File: src/rtl/pixel_density_quadrant_accumulator_assert.svh
// assertion macros for the pixel density quadrant accumulator
// expects clk and rst_n in the scope of each use; no other dependencies
`ifndef PIXEL_DENSITY_QUADRANT_ACCUMULATOR_ASSERT_SVH
`define PIXEL_DENSITY_QUADRANT_ACCUMULATOR_ASSERT_SVH

`ifndef SYNTH
// same-cycle implication
`define PDQA_ASSERT_IMPLIES(lbl, ante, cons, msg) \
    lbl: assert property (@(posedge clk) disable iff (!rst_n) (ante) |-> (cons)) \
        else $error(msg);
// next-cycle implication
`define PDQA_ASSERT_NEXT(lbl, ante, cons, msg) \
    lbl: assert property (@(posedge clk) disable iff (!rst_n) (ante) |=> (cons)) \
        else $error(msg);
`else
`define PDQA_ASSERT_IMPLIES(lbl, ante, cons, msg)
`define PDQA_ASSERT_NEXT(lbl, ante, cons, msg)
`endif

`endif

File: src/rtl/pdqa_pkg.sv
// shared constants, command codes and inter-module structs
// no dependencies
package pdqa_pkg;

    localparam int MAX_COLS = 1024;
    localparam int MAX_ROWS = 1024;

    localparam int COL_AW    = $clog2(MAX_COLS);
    localparam int ROW_AW    = $clog2(MAX_ROWS);
    localparam int COL_POS_W = $clog2(MAX_COLS + 1);
    localparam int ROW_POS_W = $clog2(MAX_ROWS + 1);

    localparam int CMD_W     = 3;
    localparam int PIX_W     = 8;
    localparam int IDX_W     = 10;
    localparam int THR_W     = 8;
    localparam int CTR_W     = 10;
    localparam int CAP_W     = 21;
    localparam int COUNT_W   = 21;
    localparam int DELTA_W   = 22;
    localparam int EPOCH_W   = 8;
    localparam int CFG_IDX_W = 3;

    localparam logic [THR_W-1:0] THRESHOLD_RESET = THR_W'(128);
    localparam logic [CTR_W-1:0] CENTER_X_RESET  = CTR_W'(320);
    localparam logic [CTR_W-1:0] CENTER_Y_RESET  = CTR_W'(240);
    localparam logic [CAP_W-1:0] CAPACITY_RESET  = CAP_W'(65536);

    localparam logic [CFG_IDX_W-1:0] REG_THRESHOLD = CFG_IDX_W'(0);
    localparam logic [CFG_IDX_W-1:0] REG_CENTER_X  = CFG_IDX_W'(1);
    localparam logic [CFG_IDX_W-1:0] REG_CENTER_Y  = CFG_IDX_W'(2);
    localparam logic [CFG_IDX_W-1:0] REG_CAPACITY  = CFG_IDX_W'(3);

    typedef enum logic [CMD_W-1:0] {
        CMD_FRAME_START = 3'd0,
        CMD_PIXEL       = 3'd1,
        CMD_ROW_END     = 3'd2,
        CMD_FRAME_END   = 3'd3,
        CMD_READ_COL    = 3'd4,
        CMD_READ_ROW    = 3'd5
    } cmd_t;

    typedef logic [3:0][COUNT_W-1:0] quad_t;

    typedef struct packed {
        logic                 valid;
        logic [CFG_IDX_W-1:0] index;
        logic [CAP_W-1:0]     data;
    } cfg_wr_t;

    // column histogram request, taken with each accepted beat
    typedef struct packed {
        logic              clear;
        logic              inc;
        logic [COL_AW-1:0] addr;
    } col_issue_t;

    typedef struct packed {
        logic sweeping;
        logic write_pend;
    } col_status_t;

    typedef struct packed {
        logic               we;
        logic [ROW_AW-1:0]  waddr;
        logic [DELTA_W-1:0] wdata;
        logic               re;
        logic [ROW_AW-1:0]  raddr;
    } row_port_t;

endpackage

File: src/rtl/pdqa_event_ctrl.sv
// event decode: config registers, positions, quadrant counts, entry budget,
// and the requests to both memories; uses pdqa_pkg
module pdqa_event_ctrl (
    input  logic                       clk,
    input  logic                       rst_n,
    input  pdqa_pkg::cfg_wr_t          cfg,
    input  logic                       accept,
    input  pdqa_pkg::cmd_t             cmd,
    input  logic [pdqa_pkg::PIX_W-1:0] pixel,
    input  logic [pdqa_pkg::IDX_W-1:0] index,
    output pdqa_pkg::col_issue_t       col_issue,
    output pdqa_pkg::row_port_t        row_port,
    output logic                       col_rd_ok,
    output logic                       row_rd_ok,
    output pdqa_pkg::quad_t            quads
);
    import pdqa_pkg::*;

    logic [THR_W-1:0]     thr_reg,   lat_thr_reg, lat_thr_next;
    logic [CTR_W-1:0]     cx_reg,    lat_cx_reg,  lat_cx_next;
    logic [CTR_W-1:0]     cy_reg,    lat_cy_reg,  lat_cy_next;
    logic [CAP_W-1:0]     cap_reg;
    logic [COL_POS_W-1:0] col_pos_reg, col_pos_next;
    logic [ROW_POS_W-1:0] row_pos_reg, row_pos_next;
    logic [1:0]           qsel_reg, qsel_next, qsel_new;
    quad_t                quad_reg, quad_next;
    logic [DELTA_W-1:0]   prev_reg, prev_next;
    logic [CAP_W-1:0]     entries_reg, entries_next;
    logic [DELTA_W-1:0]   half;
    logic                 take;
    logic                 bright;
    logic                 col_in_range;
    logic                 row_in_range;

    always_comb
    begin
        lat_thr_next = lat_thr_reg;
        lat_cx_next  = lat_cx_reg;
        lat_cy_next  = lat_cy_reg;
        col_pos_next = col_pos_reg;
        row_pos_next = row_pos_reg;
        qsel_next    = qsel_reg;
        quad_next    = quad_reg;
        prev_next    = prev_reg;
        entries_next = entries_reg;
        qsel_new     = qsel_reg;
        half         = '0;

        take         = entries_reg < cap_reg;
        bright       = pixel > lat_thr_reg;
        col_in_range = col_pos_reg < COL_POS_W'(MAX_COLS);
        row_in_range = row_pos_reg < ROW_POS_W'(MAX_ROWS);

        col_issue.clear = 1'b0;
        col_issue.inc   = 1'b0;
        col_issue.addr  = (cmd == CMD_READ_COL) ? COL_AW'(index) : COL_AW'(col_pos_reg);

        row_port.we    = 1'b0;
        row_port.waddr = ROW_AW'(row_pos_reg);
        row_port.wdata = '0;
        row_port.re    = accept;
        row_port.raddr = ROW_AW'(index);

        if (accept)
        begin
            unique case (cmd)
                CMD_FRAME_START:
                begin
                    col_issue.clear = 1'b1;
                    col_pos_next    = '0;
                    row_pos_next    = '0;
                    qsel_next       = '0;
                    quad_next       = '0;
                    prev_next       = '0;
                    entries_next    = '0;
                    lat_thr_next    = thr_reg;
                    lat_cx_next     = cx_reg;
                    lat_cy_next     = cy_reg;
                end
                CMD_PIXEL:
                begin
                    if (bright && take)
                    begin
                        entries_next = entries_reg + 1'b1;
                        qsel_new[0]  = !(int'(col_pos_reg) < int'(lat_cx_reg));
                        qsel_next    = qsel_new;
                        col_issue.inc = col_in_range;
                        quad_next[qsel_new] = quad_reg[qsel_new] + 1'b1;
                    end
                    if (col_in_range)
                    begin
                        col_pos_next = col_pos_reg + 1'b1;
                    end
                end
                CMD_ROW_END:
                begin
                    if (take)
                    begin
                        entries_next = entries_reg + 1'b1;
                        if (int'(row_pos_reg) < int'(lat_cy_reg))
                        begin
                            qsel_new[1] = 1'b0;
                            half = {1'b0, quad_reg[0]} + {1'b0, quad_reg[1]};
                        end
                        else
                        begin
                            qsel_new[1] = 1'b1;
                            half = {1'b0, quad_reg[2]} + {1'b0, quad_reg[3]};
                        end
                        qsel_next = qsel_new;
                        if (row_in_range)
                        begin
                            row_port.we    = 1'b1;
                            row_port.wdata = half - prev_reg;
                            row_pos_next   = row_pos_reg + 1'b1;
                        end
                        prev_next = half;
                        quad_next[qsel_new] = quad_reg[qsel_new] + 1'b1;
                    end
                    col_pos_next = '0;
                end
                default:
                begin
                end
            endcase
        end
    end

    // rows below the fill mark were written in this frame
    assign col_rd_ok = int'(index) < MAX_COLS;
    assign row_rd_ok = int'(index) < int'(row_pos_reg);
    assign quads     = quad_reg;

    always_ff @(posedge clk or negedge rst_n)
    begin
        if (!rst_n)
        begin
            thr_reg     <= THRESHOLD_RESET;
            cx_reg      <= CENTER_X_RESET;
            cy_reg      <= CENTER_Y_RESET;
            cap_reg     <= CAPACITY_RESET;
            lat_thr_reg <= THRESHOLD_RESET;
            lat_cx_reg  <= CENTER_X_RESET;
            lat_cy_reg  <= CENTER_Y_RESET;
            col_pos_reg <= '0;
            row_pos_reg <= '0;
            qsel_reg    <= '0;
            quad_reg    <= '0;
            prev_reg    <= '0;
            entries_reg <= '0;
        end
        else
        begin
            if (cfg.valid)
            begin
                unique case (cfg.index)
                    REG_THRESHOLD: thr_reg <= cfg.data[THR_W-1:0];
                    REG_CENTER_X:  cx_reg  <= cfg.data[CTR_W-1:0];
                    REG_CENTER_Y:  cy_reg  <= cfg.data[CTR_W-1:0];
                    REG_CAPACITY:  cap_reg <= cfg.data;
                    default:
                    begin
                    end
                endcase
            end
            lat_thr_reg <= lat_thr_next;
            lat_cx_reg  <= lat_cx_next;
            lat_cy_reg  <= lat_cy_next;
            col_pos_reg <= col_pos_next;
            row_pos_reg <= row_pos_next;
            qsel_reg    <= qsel_next;
            quad_reg    <= quad_next;
            prev_reg    <= prev_next;
            entries_reg <= entries_next;
        end
    end

endmodule

File: config.mk
export PLATFORM = sky130hd
export DESIGN_NAME = pdqa_event_ctrl
export DESIGN_NICKNAME = d
export VERILOG_FILES = /design/src/rtl/pixel_density_quadrant_accumulator_assert.svh /design/src/rtl/pdqa_pkg.sv /design/src/rtl/pdqa_event_ctrl.sv
export SDC_FILE = /design/constraint.sdc
export NUM_CORES = 1
export LEC_CHECK = 0
export BUFFER_PORTS_ARGS = -buffer_cell sky130_fd_sc_hd__buf_4
export CORE_MARGIN = 4
export CORE_UTILIZATION = 48
export CTS_BUF_LIST = sky130_fd_sc_hd__clkbuf_16
export DETAILED_ROUTE_END_ITERATION = 8
export PLACE_DENSITY = 0.67
export SYNTH_ARGS = -nofsm -noshare
export SYNTH_HDL_FRONTEND = slang
export SYNTH_SLANG_ARGS = --single-unit
File: constraint.sdc
create_clock -name clk -period 7.98 [get_ports clk]
set_input_delay 0 -clock clk [delete_from_list [all_inputs] [get_ports clk]]
set_output_delay 0 -clock clk [all_outputs]
set_load 0.005 [all_outputs]
# Word-level counts from Yosys, hierarchy flattened
# Index checks and enable logic that the tools add are counted.
# word_totals
out_inout_bits,142
wordCells,117
reg_bits,228
inputBits,49
# classes
eq_ne,10
magnitude_cmp,11
addsub,8
muxes,47
n_reduce_logical,22
bitwise_logic,2
# ops
op,n
84-bit one-hot mux with 3 select lines,1
22-bit two-way mux,9
84-bit bitwise mux,2
84-bit two-way mux,2
21-bit two-way mux,6
21-bit binary-select mux with 2-bit select,2
21-bit demux with 2-bit select,2
21-bit by 1-bit adder with 21-bit output (second input constant),3
21-bit one-hot mux with 3 select lines,1
21-bit by 21-bit adder with 22-bit output,2
11-bit one-hot mux with 2 select lines,2
22-bit one-hot mux with 2 select lines,1
11-bit two-way mux,3
11-bit by 1-bit adder with 11-bit output (second input constant),2
11-bit by 10-bit < comparator with 1-bit output,2
11-bit < comparator (second input constant),2
22-bit subtractor,1
21-bit < comparator,1
4-bit AND reduction,4
1-bit two-way mux,12
10-bit by 11-bit < comparator with 1-bit output,1
10-bit two-way mux,1
2-bit AND reduction,5
3-bit by 2-bit equality test with 1-bit output (second input constant),3
16 further kinds,30

# Logic depth before layout (Yosys ltp)
# Gate-level depths: netlist (run 1).
# depth
word_depth,12
depth_mapped,24
ltp_nobuf,22

# Worst setup path after synthesis (run 1)
# No wires, ideal clock.
# synth_timing
path_type,flip-flop to output port
startpoint,register lat_cy_reg[6]
endpoint,output row_port[32] (netlist bit)
t_arrival_ns,4.770
stages_incl_launch_ff,23
t_required_ns,7.980
path_slack_ns,3.210
n_path_buf,3
path_cell_list,dfstp_2 -> inv_1 -> ha_1 -> a21oi_1 -> o21a_1 -> o21ai_2 -> a21oi_2 -> buf_4 -> clkbuf_1 -> buf_1 -> mux2i_1 -> ha_1 -> nor2b_1 -> o21ai_0 -> o21ai_0 -> o311a_1 -> nor2_1 -> o21ai_0 -> a311o_1 -> a31o_2 -> a21oi_1 -> xnor2_1 -> nor2_1
# synth_lines
element,line,rtl
from (decl),pdqa_event_ctrl.sv:21,"logic [CTR_W-1:0] cy_reg, lat_cy_reg, lat_cy_next;"
from (signal assigned),pdqa_event_ctrl.sv:168,lat_cy_reg <= lat_cy_next;
to (decl),pdqa_event_ctrl.sv:12,"output pdqa_pkg::row_port_t row_port,"

==> results.sh, run 1 <==
export IMPL_path_delay_family="compound AO/OA/AOI/OAI gates"
export IMPL_internal_power_mw=2.703
export IMPL_clock_latency_ns=0.57
export IMPL_powerDensity_mw_per_mm2=213.0
export IMPL_routabilityCongestion=1.001
export IMPL_power_frac_clock=0.265
export IMPL_maxCapViolCount=0
export IMPL_comb_power_share=0.414
export IMPL_path_cells="ha_1 -> a211oi_2 -> nand2_1 -> a21oi_2 -> mux2i_1 -> ha_1 -> nor2b_1 -> o21ai_0 -> o21ai_0 -> o311a_1 -> nor2_1 -> o21ai_0 -> a311o_1 -> a31o_2 -> a21oi_1 -> xnor2_1 -> nor2_1 -> buf_4"
export IMPL_cpMaxStageDelayCell="a21oi_2"
export IMPL_die_h_um=201.9
export IMPL_synth_adder_area_share=0.08858
export IMPL_power_frac_seq=0.321
export IMPL_grt_usage=0.3115
export IMPL_final_area_mm2=0.02094
export IMPL_synth_top_family_by_area="compound AO/OA/AOI/OAI gates"
export IMPL_synthXorXnorAreaFrac=0.05670
export IMPL_grt_max_degree=81
export IMPL_clockBufferDepth=3
export IMPL_numPortBuffers=189
export IMPL_ios=191
export IMPL_ys_warn_count=0
export IMPL_areaGrowthSynthToFinish_pct=15.98
export IMPL_ys_types=104
export IMPL_violations="hold timing"
export IMPL_synth_compound_area_frac=0.2083
export IMPL_reg2reg_setup_slack_ns=2.59
export IMPL_fin_crit_ns=6.094
export IMPL_tritoncts="yes"
export IMPL_p_sw_mw=1.756
export IMPL_cts_hold_buf=30
export IMPL_hold_viol_final=9
export IMPL_diodes=0
export IMPL_grt_remaining_overflow=0
export IMPL_drtPass1Iterations=6
export IMPL_wl_per_cell_um=23.75
export IMPL_synthTopCellsByArea="dfrtp_1 (30%), ha_1 (8.5%), nand2_1 (4.8%)"
export IMPL_htreeDepth=1
export IMPL_drive_gt1_frac=0.1762
export IMPL_syn_num_nets=2262
export IMPL_crit_required_ns=7.98
export IMPL_cts_sinks=228
export IMPL_syn_area_per_cell_um2=8.650
export IMPL_avgViaCountPerCell=6.307
export IMPL_synthMuxAreaShare=0.08844
export IMPL_cts_clk_slew_worst_paths_ns=0.06
export IMPL_start_util=0.4896
export IMPL_crit_reg2reg_capture="quads[79]"
export IMPL_fin_setup_tns_ns=0
export IMPL_r2r_start="row_pos_reg[9]"
export IMPL_whs_ns=-0.002643
export IMPL_dpl_hpwl_mm=47.55
export IMPL_yosysMostFrequentCell="nand2_1"
export IMPL_grt_pass1_vias=16690
export IMPL_post_route_period_util=0.7637
export IMPL_grt_pass1_wl_mm=100.8
export IMPL_cp_startpoint="row_pos_reg[9]"
export IMPL_path_common_cell="o21ai_0"
export IMPL_cts_setup_buffers=0
export IMPL_syn_area_mm2=0.01805
export IMPL_skew_ns=0.03416
export IMPL_critPathBufInv=1
export IMPL_netlist_instances=2087
export IMPL_min_path_type="in2async"
export IMPL_async_flop_share=1.000
export IMPL_status="finished, violations left"
export IMPL_seq_area_frac_synth=0.3171
export IMPL_ff2ff_path_depth=12
export IMPL_wl_mm=65.89
export IMPL_synth_edff_count=0
export IMPL_ant_nets=0
export IMPL_path_max_fanout=24
export IMPL_final_net_count=2424
export IMPL_setup_viol=0
export IMPL_place_area_mm2=0.01981
export IMPL_grt_antenna_before_repair=2
export IMPL_fp_dieW_um=201.9
export IMPL_drt_initial_drc_count=1982
export IMPL_core_area_mm2=0.03687
export IMPL_p_leak_nw=9.393
export IMPL_cts_buffers=27
export IMPL_largest_register_ffs=84
export IMPL_slew_violations=0
export IMPL_criticalPathCategory="reg2out"
export IMPL_slew_headroom=0.2089
export IMPL_die_area_mm2=0.04078
export IMPL_synth_seq_cells=228
export IMPL_arrival_ns=6.09
export IMPL_synthTopCellsByCount="nand2_1 (232), dfrtp_1 (213), nor2_1 (173)"
export IMPL_vdd_drop_max_uv=169.0
export IMPL_worst_slew_pin_slew_ns=1.182
export IMPL_drc=0
export IMPL_yosysTopAreaCell="dfrtp_1"
export IMPL_vias=17500
export IMPL_synth_top_area_frac=0.2953
export IMPL_rsz0062_at_grt="false"
export IMPL_rows=70
export IMPL_synth_simple_area_share=0.1875
export IMPL_switching_share=0.3938
export IMPL_endpoint_kind="output pin"
export IMPL_cts_resized=0
export IMPL_root_buffer="clkbuf_16"
export IMPL_clock_fmax_ghz=0.1641
export IMPL_max_stage_delay_ns=0.78
export IMPL_cp_start_kind="register"
export IMPL_synth_flop_cell="dfrtp_1"
[kinds of logic after synthesis]
| logic type | after synthesis |
|---|---|
| xor+xnor | 116 |
| simple gates | 698 |
| flops | 228 |
| other cells | 1 |
| compound gates | 567 |
| mux | 128 |
| fa+ha+maj | 126 |
| buf+inv | 223 |
[stage by stage]
stage / std cells / util / worst slack (ns) / hold WS (ns) / power, mW
after floorplan: 2087 / - / 3.210 / -0.2956 / 2.730
after global placement: 2694 / 0.5371 / 2.649 / 0.02591 / 3.210
after detailed placement: 2694 / 0.5371 / 2.451 / 0.02544 / 3.249
after CTS: 2774 / 0.5678 / 1.864 / 0.01720 / 4.447
after global routing: 2774 / 0.5678 / 1.411 / 0.05334 / 4.716
final: 2774 / 0.5678 / 1.886 / -0.002643 / 4.459
[power groups by stage]
stage	combinational, mW	clock, mW	sequential [mW]
2_1_floorplan	1.33	0	1.40
3_3_place_gp	1.77	0	1.44
3_5_place_dp	1.80	0	1.45
4_1_cts	1.83	1.19	1.43
5_1_grt	2.02	1.24	1.45
6_report	1.85	1.18	1.43
[metal layers]
layer	track usage	wire length, um	up-vias	part of all wire
met1	0.4463	27820	8434	0.42
met4	0.1274	3222	4	0.049
li1	-	-	7881	-
met5	0	29	-	0.00044
met3	0.06113	6717	209	0.10
met2	0.4627	28100	968	0.43
[cell usage in the layout, fill, tap and decap left out, types with 13 or more instances in the layout]
| master | instances |
|---|---|
| and3_1 | 32 |
| o211ai_1 | 18 |
| dfstp_2 | 15 |
| a21oi_1 | 127 |
| nand3_1 | 51 |
| xor2_1 | 66 |
| nor3_1 | 31 |
| nor2b_1 | 25 |
| inv_1 | 114 |
| dfrtp_1 | 211 |
| nand4_1 | 21 |
| o221ai_1 | 30 |
| xnor2_1 | 49 |
| a31oi_1 | 20 |
| ha_1 | 123 |
| a22o_1 | 14 |
| nand2_1 | 232 |
| mux2i_1 | 41 |
| buf_4 | 216 |
| clkbuf_16 | 27 |
| or3_1 | 31 |
| a21o_1 | 28 |
| mux4_2 | 18 |
| mux2_2 | 67 |
| o21ai_0 | 168 |
| nand2b_1 | 22 |
| o22ai_1 | 13 |
| and2_1 | 27 |
| nor2_1 | 172 |
| dlygate4sd3_1 | 30 |
[how the worst max path moves through the flow]
stage          slack, ns      endpoint  cells past startpoint
2_1_floorplan       3.21  row_port[32]                     22
3_3_place_gp        2.65  row_port[32]                     18
3_5_place_dp        2.45  row_port[32]                     18
4_1_cts             1.86  row_port[32]                     18
5_1_grt             1.41  row_port[32]                     18
6_report            1.89  row_port[32]                     18
[worst register-to-register path, stage by stage, from the launching register on]
cell       delay [ns]
dfrtp_1          0.42
ha_1             0.36
a211oi_2         0.33
nand2_1          0.55
a21oi_2          0.78
buf_4            0.40
o2111ai_2        0.24
nor4_4           0.41
nand4_1          0.71
or4_1            0.74
nand3_1          0.11
a21boi_1         0.17
o22a_1           0.14
[area by class of cell]
type | instances | area (um2)
flip-flops and latches | 228 | 5727
fillers | 3315 | 15940
inverters | 109 | 409.1
clock inverters | 23 | 155.1
multi-input cells | 1636 | 11400
clock buffers | 27 | 675.6
repair buffers | 247 | 1937
well taps | 504 | 630.6
No activity file was read; power rests on OpenSTA's default activity.
==> inputs of run 2 (changes only) <==
--- a/config.mk
+++ b/config.mk
@@ -10,7 +10,7 @@
 export CORE_UTILIZATION = 48
 export CTS_BUF_LIST = sky130_fd_sc_hd__clkbuf_16
 export DETAILED_ROUTE_END_ITERATION = 8
-export PLACE_DENSITY = 0.67
+export PLACE_DENSITY = 0.7
 export SYNTH_ARGS = -nofsm -noshare
 export SYNTH_HDL_FRONTEND = slang
 export SYNTH_SLANG_ARGS = --single-unit
==> constraint.sdc (replaced) <==
create_clock -name clk -period 5.35 [get_ports clk]
set_input_delay 0 -clock clk [delete_from_list [all_inputs] [get_ports clk]]
set_output_delay 0 -clock clk [all_outputs]
set_load 0.005 [all_outputs]
==> run 2 against run 1 <==
Net effect: the run now ends clean; final cell count is 1.6% higher; sequential power is 50% higher; via count is 0.90% higher; worst hold slack better by 0.014 ns; register-to-register slack worse by 1.9 ns; critical path type unchanged; clock skew is 0.0060 ns lower; non-clock buffer count is 46 higher.
==> results.sh, run 2 (synthesis results as in run 1) <==
export IMPL_status="finished, final reports clean"
export IMPL_largest_register_ffs=84
export IMPL_routabilityCongestion=0.9955
export IMPL_drc=0
export IMPL_post_route_period_util=0.9567
export IMPL_grt_pass1_wl_mm=101.8
export IMPL_rsz0062_at_grt="true"
export IMPL_powerDensity_mw_per_mm2=322.3
export IMPL_power_frac_clock=0.274
export IMPL_p_leak_nw=9.662
export IMPL_maxCapViolCount=0
export IMPL_r2r_start="lat_cy_reg[6]"
export IMPL_cts_sinks=228
export IMPL_hold_viol_final=0
export IMPL_worst_slew_pin_slew_ns=1.236
export IMPL_seqCellArea_mm2=0.005738
export IMPL_multiInputGateArea_mm2=0.01145
export IMPL_clockBufferDepth=3
export IMPL_crit_required_ns=5.35
export IMPL_fin_total_pwr_mw=6.907
export IMPL_slew_violations=0
export IMPL_areaGrowthSynthToFinish_pct=18.70
export IMPL_drt_initial_drc_count=2060
export IMPL_htreeDepth=1
export IMPL_comb_power_share=0.416
export IMPL_die_h_um=201.9
export IMPL_drive_gt1_frac=0.2028
export IMPL_tritoncts="yes"
export IMPL_criticalPathCategory="reg2out"
export IMPL_wl_mm=67.31
export IMPL_start_util=0.4896
export IMPL_whs_path_depth=4
export IMPL_fin_crit_ns=5.118
export IMPL_setup_viol=0
export IMPL_cts_buffers=26
export IMPL_die_area_mm2=0.04078
export IMPL_grt_pass1_vias=16900
export IMPL_whs_ns=0.01184
export IMPL_vdd_drop_max_uv=297.6
export IMPL_final_cell_mix="buf_4 (262), nand2_1 (232), dfrtp_1 (202)"
export IMPL_final_net_count=2469
export IMPL_fin_setup_tns_ns=0
export IMPL_avgViaCountPerCell=6.262
export IMPL_ios=191
export IMPL_cp_start_kind="register"
export IMPL_fill_cells=3269
export IMPL_endpoint_kind="output pin"
export IMPL_path_max_fanout=7
export IMPL_worstHoldStart="cfg[23]"
export IMPL_fp_dieW_um=201.9
export IMPL_core_area_mm2=0.03687
export IMPL_dpl_hpwl_mm=49.43
export IMPL_final_area_mm2=0.02143
export IMPL_clock_fmax_ghz=0.1954
export IMPL_grt_max_degree=175
export IMPL_preCtsSetupSlack_ns=0.4734
export IMPL_final_common_cell="buf_4"
export IMPL_ff2ff_path_depth=16
export IMPL_p_sw_mw=2.643
export IMPL_cp_startpoint="quads[43]"
export IMPL_grt_antenna_before_repair=1
export IMPL_wl_per_cell_um=23.88
export IMPL_cts_clk_slew_worst_paths_ns=0.06
export IMPL_place_area_mm2=0.02008
export IMPL_power_frac_seq=0.310
export IMPL_drtPass1Iterations=7
export IMPL_numPortBuffers=189
export IMPL_min_path_type="in2reg"
export IMPL_clock_latency_ns=0.56
export IMPL_grt_remaining_overflow=0
export IMPL_ant_nets=0
export IMPL_slew_headroom=0.1732
export IMPL_rows=70
export IMPL_grt_usage=0.3167
export IMPL_arrival_ns=5.12
export IMPL_root_buffer="clkbuf_16"
export IMPL_vias=17650
export IMPL_switching_share=0.3826
export IMPL_internal_power_mw=4.264
export IMPL_skew_ns=0.02815
export IMPL_timing_final_ws_setup_ns=0.2316
run 2: cell count changes in the layout (fill, tap and decap cells not counted), sizes merged, moves of 2 or more:
| cell | previous run | this run |
|---|---|---|
| diode | 0 | 2 |
| dlygate4sd3 | 30 | 28 |
| clkinvlp | 5 | 3 |
| inv | 115 | 112 |
| bufinv | 1 | 5 |
| buf | 217 | 265 |
run 2: metrics by stage:
stage	util	cells
after floorplan	-	2087
after global placement	0.5446	2729
after detailed placement	0.5446	2729
after CTS	0.5776	2807
after global routing	0.5810	2817
final	0.5811	2819
run 2: worst paths after layout:
kind | to | slack (ns)
worst max-delay path | row_port[32] | 0.23
worst min-delay path | thr_reg[3] | 0.01
worst max register to register | quads[41] | 0.66
worst min register to register | lat_thr_reg[4] | 0.47
max in group asynchronous | quads[42] | 3.53
min in group asynchronous | quads[52] | 0.47
run 2: cell type report:
| cell class | instances | area share |
|---|---|---|
| multi-input cells | 1636 | 0.5343 |
| flip-flops and latches | 228 | 0.2678 |
| repair buffers | 293 | 0.1074 |
| clock buffers | 26 | 0.03036 |
| well taps | 504 | 0.02943 |
| inverters | 109 | 0.01909 |
| clock inverters | 21 | 0.01139 |
| diodes | 2 | 0.0002336 |
run 2: power by group through the flow:
| stage | Clock, mW | Sequential (mW) | Combinational (mW) |
|---|---|---|---|
| 2_1_floorplan | 0 | 2.09 | 1.98 |
| 3_3_place_gp | 0 | 2.16 | 2.68 |
| 3_5_place_dp | 0 | 2.17 | 2.73 |
| 4_1_cts | 1.92 | 2.14 | 2.77 |
| 5_1_grt | 1.98 | 2.17 | 3.12 |
| 6_report | 1.89 | 2.14 | 2.87 |
run 2: critical path: stages, from the launching register on:
cell	delay, ns
dfrtp_1	0.41
buf_4	0.20
ha_1	0.30
a21o_1	0.19
a21oi_1	0.26
nand2b_1	0.23
a221o_1	0.23
a31oi_1	0.18
o21ai_0	0.28
a21oi_1	0.10
a21oi_1	0.25
ha_1	0.34
a21o_1	0.18
a21oi_1	0.17
o21ai_0	0.14
a311o_1	0.36
a31o_2	0.23
a21oi_1	0.17
xnor2_1	0.13
nor2_1	0.06
buf_4	0.16
run 2: repair_timing:
action / 4_1_cts / 5_1_grt
gates resized for setup: 2 / 23
hold buffers: 29 / 0
endpoints found under the hold margin: 109 / 0
endpoints found under the setup margin: 1 / 5
setup buffers: 2 / 10
pin swaps: 1 / 4
run 2: layer usage:
metal	track usage	vias to the layer above	share of wire
met4	0.1179	4	0.045
met3	0.09177	220	0.12
met1	0.4401	8447	0.41
li1	-	7949	-
met2	0.4700	1033	0.42
met5	0	-	0.0017
==> inputs of run 3 (changes only) <==
--- a/config.mk
+++ b/config.mk
@@ -6,10 +6,12 @@
 export NUM_CORES = 1
 export LEC_CHECK = 0
 export BUFFER_PORTS_ARGS = -buffer_cell sky130_fd_sc_hd__buf_4
+export CAP_MARGIN = 40
 export CORE_MARGIN = 4
 export CORE_UTILIZATION = 48
 export CTS_BUF_LIST = sky130_fd_sc_hd__clkbuf_16
 export DETAILED_ROUTE_END_ITERATION = 8
+export GPL_TIMING_DRIVEN = 0
 export PLACE_DENSITY = 0.7
 export SYNTH_ARGS = -nofsm -noshare
 export SYNTH_HDL_FRONTEND = slang
==> run 3 against run 2 <==
Net effect: total power is 4.5% higher; non-clock buffer count grew 61; wire length is 4.8% higher; critical path depth fell by 6; critical endpoint is now quads[41].
==> results.sh, run 3 (synthesis results as in run 1) <==
export IMPL_clock_fmax_ghz=0.1927
export IMPL_power_frac_seq=0.297
export IMPL_hold_viol_final=0
export IMPL_vdd_drop_max_uv=340.6
export IMPL_status="finished, final reports clean"
export IMPL_r2r_start="qsel_reg[0]"
export IMPL_die_h_um=201.9
export IMPL_wl_mm=70.52
export IMPL_diodes=0
export IMPL_largest_register_ffs=84
export IMPL_ios=191
export IMPL_cts_clk_slew_worst_paths_ns=0.06
export IMPL_grt_max_degree=116
export IMPL_worstHoldStart="cmd[0]"
export IMPL_start_util=0.4896
export IMPL_worst_slew_pin_slew_ns=1.032
export IMPL_rsz0062_at_grt="true"
export IMPL_dpl_hpwl_mm=53.26
export IMPL_p_sw_mw=2.828
export IMPL_grt_pass1_wl_mm=106.0
export IMPL_p_leak_nw=9.748
export IMPL_vias=18140
export IMPL_drtPass1Iterations=6
export IMPL_internal_power_mw=4.387
export IMPL_post_route_period_util=0.9701
export IMPL_rows=70
export IMPL_endpoint_kind="register"
export IMPL_areaGrowthSynthToFinish_pct=20.92
export IMPL_grt_usage=0.3309
export IMPL_final_cell_mix="nand2_1 (231), buf_4 (231), dfrtp_1 (202)"
export IMPL_grt_antenna_before_repair=0
export IMPL_routabilityCongestion=1.015
export IMPL_comb_power_share=0.426
export IMPL_fin_setup_tns_ns=0
export IMPL_htreeDepth=1
export IMPL_cp_startpoint="qsel_reg[0]"
export IMPL_final_net_count=2532
export IMPL_cts_buffers=28
export IMPL_tritoncts="yes"
export IMPL_clock_latency_ns=0.58
export IMPL_grt_remaining_overflow=0
export IMPL_power_frac_clock=0.276
export IMPL_powerDensity_mw_per_mm2=330.5
export IMPL_arrival_ns=5.65
export IMPL_slew_headroom=0.3031
export IMPL_crit_required_ns=5.81
export IMPL_core_area_mm2=0.03687
export IMPL_die_area_mm2=0.04078
export IMPL_clockBufferDepth=3
export IMPL_maxCapViolCount=0
export IMPL_cts_sinks=228
export IMPL_root_buffer="clkbuf_16"
export IMPL_slew_violations=0
export IMPL_numPortBuffers=188
export IMPL_skew_ns=0.02624
export IMPL_fin_crit_ns=5.190
export IMPL_min_path_type="in2reg"
export IMPL_switching_share=0.3920
export IMPL_wl_per_cell_um=24.46
export IMPL_drive_gt1_frac=0.2039
export IMPL_fp_dieW_um=201.9
export IMPL_drt_initial_drc_count=1872
export IMPL_setup_viol=0
export IMPL_path_max_fanout=10
export IMPL_cp_start_kind="register"
export IMPL_grt_pass1_vias=17560
export IMPL_fin_total_pwr_mw=7.215
export IMPL_criticalPathCategory="reg2reg"
export IMPL_post_route_util=0.5920
export IMPL_drc=0
export IMPL_avgViaCountPerCell=6.293
export IMPL_ant_nets=0
[run 3: through the flow]
| stage | hold WS, ns | std cells | setup slack (ns) | area [um2] |
|---|---|---|---|---|
| after floorplan | -0.2956 | 2087 | 0.5795 | 18050 |
| after global placement | 0.2350 | 2779 | -1.024 | 20090 |
| after detailed placement | 0.1587 | 2791 | -1.077 | 20230 |
| after CTS | 0.01255 | 2877 | 0.003459 | 21650 |
| after global routing | 0.08718 | 2883 | -0.04448 | 21830 |
| final | 0.04529 | 2883 | 0.1600 | 21830 |
[run 3: path summary, 6_finish.rpt]
path,endpoint,slack [ns],depth (start not counted)
max,quads[41],0.16,14
min,col_pos_reg[2],0.05,4
max reg2reg,quads[41],0.16,14
min reg2reg,lat_thr_reg[2],0.48,2
max in group asynchronous,row_pos_reg[0],4.09,3
min in group asynchronous,quads[59],0.12,2
[run 3: repair_timing]
action	4_1_cts	5_1_grt
setup endpoints to repair	36	6
hold buffers	29	0
gates resized for setup	35	36
setup buffers	7	7
pin swaps	4	11
cloned	0	0
endpoints found under the hold margin	165	0
[run 3: layout make-up]
type / instances / area, um2
multi-input combinational: 1636 / 11580
clock buffer: 28 / 700.7
clock inverter: 24 / 259.0
inverter: 109 / 412.9
buffer: 111 / 570.5
timing repair buffer: 243 / 1941
tap: 504 / 630.6
fill: 3252 / 15040
sequential: 228 / 5738
[run 3: power groups by stage]
stage	sequential [mW]	combinational (mW)	clock, mW
6_report	2.15	3.08	1.99
5_1_grt	2.17	3.33	2.08
4_1_cts	2.14	2.93	2.02
3_5_place_dp	2.17	2.81	0
3_3_place_gp	2.16	2.73	0
2_1_floorplan	2.09	1.98	0
[run 3: worst max-delay path, cell delays in order, from the launching register on]
cell      delay [ns]
dfrtp_1         0.38
buf_2           0.27
buf_2           0.30
buf_2           0.31
buf_1           0.66
clkbuf_1        0.75
mux4_2          0.39
ha_1            0.23
and3_1          0.27
nand4_1         0.37
buf_2           0.34
nor2_2          0.22
a21oi_1         0.11
o21a_1          0.18
a211o_1         0.26
[run 3: metal layers]
| layer | global-route usage | wire length [um] | vias to the layer above | part of all wire |
|---|---|---|---|---|
| met5 | 0 | 0 | - | 0 |
| met4 | 0.1370 | 3242 | 0 | 0.046 |
| met3 | 0.09289 | 8109 | 211 | 0.11 |
| met2 | 0.5076 | 30960 | 1030 | 0.44 |
| met1 | 0.4420 | 28210 | 8812 | 0.40 |
| li1 | - | - | 8091 | - |
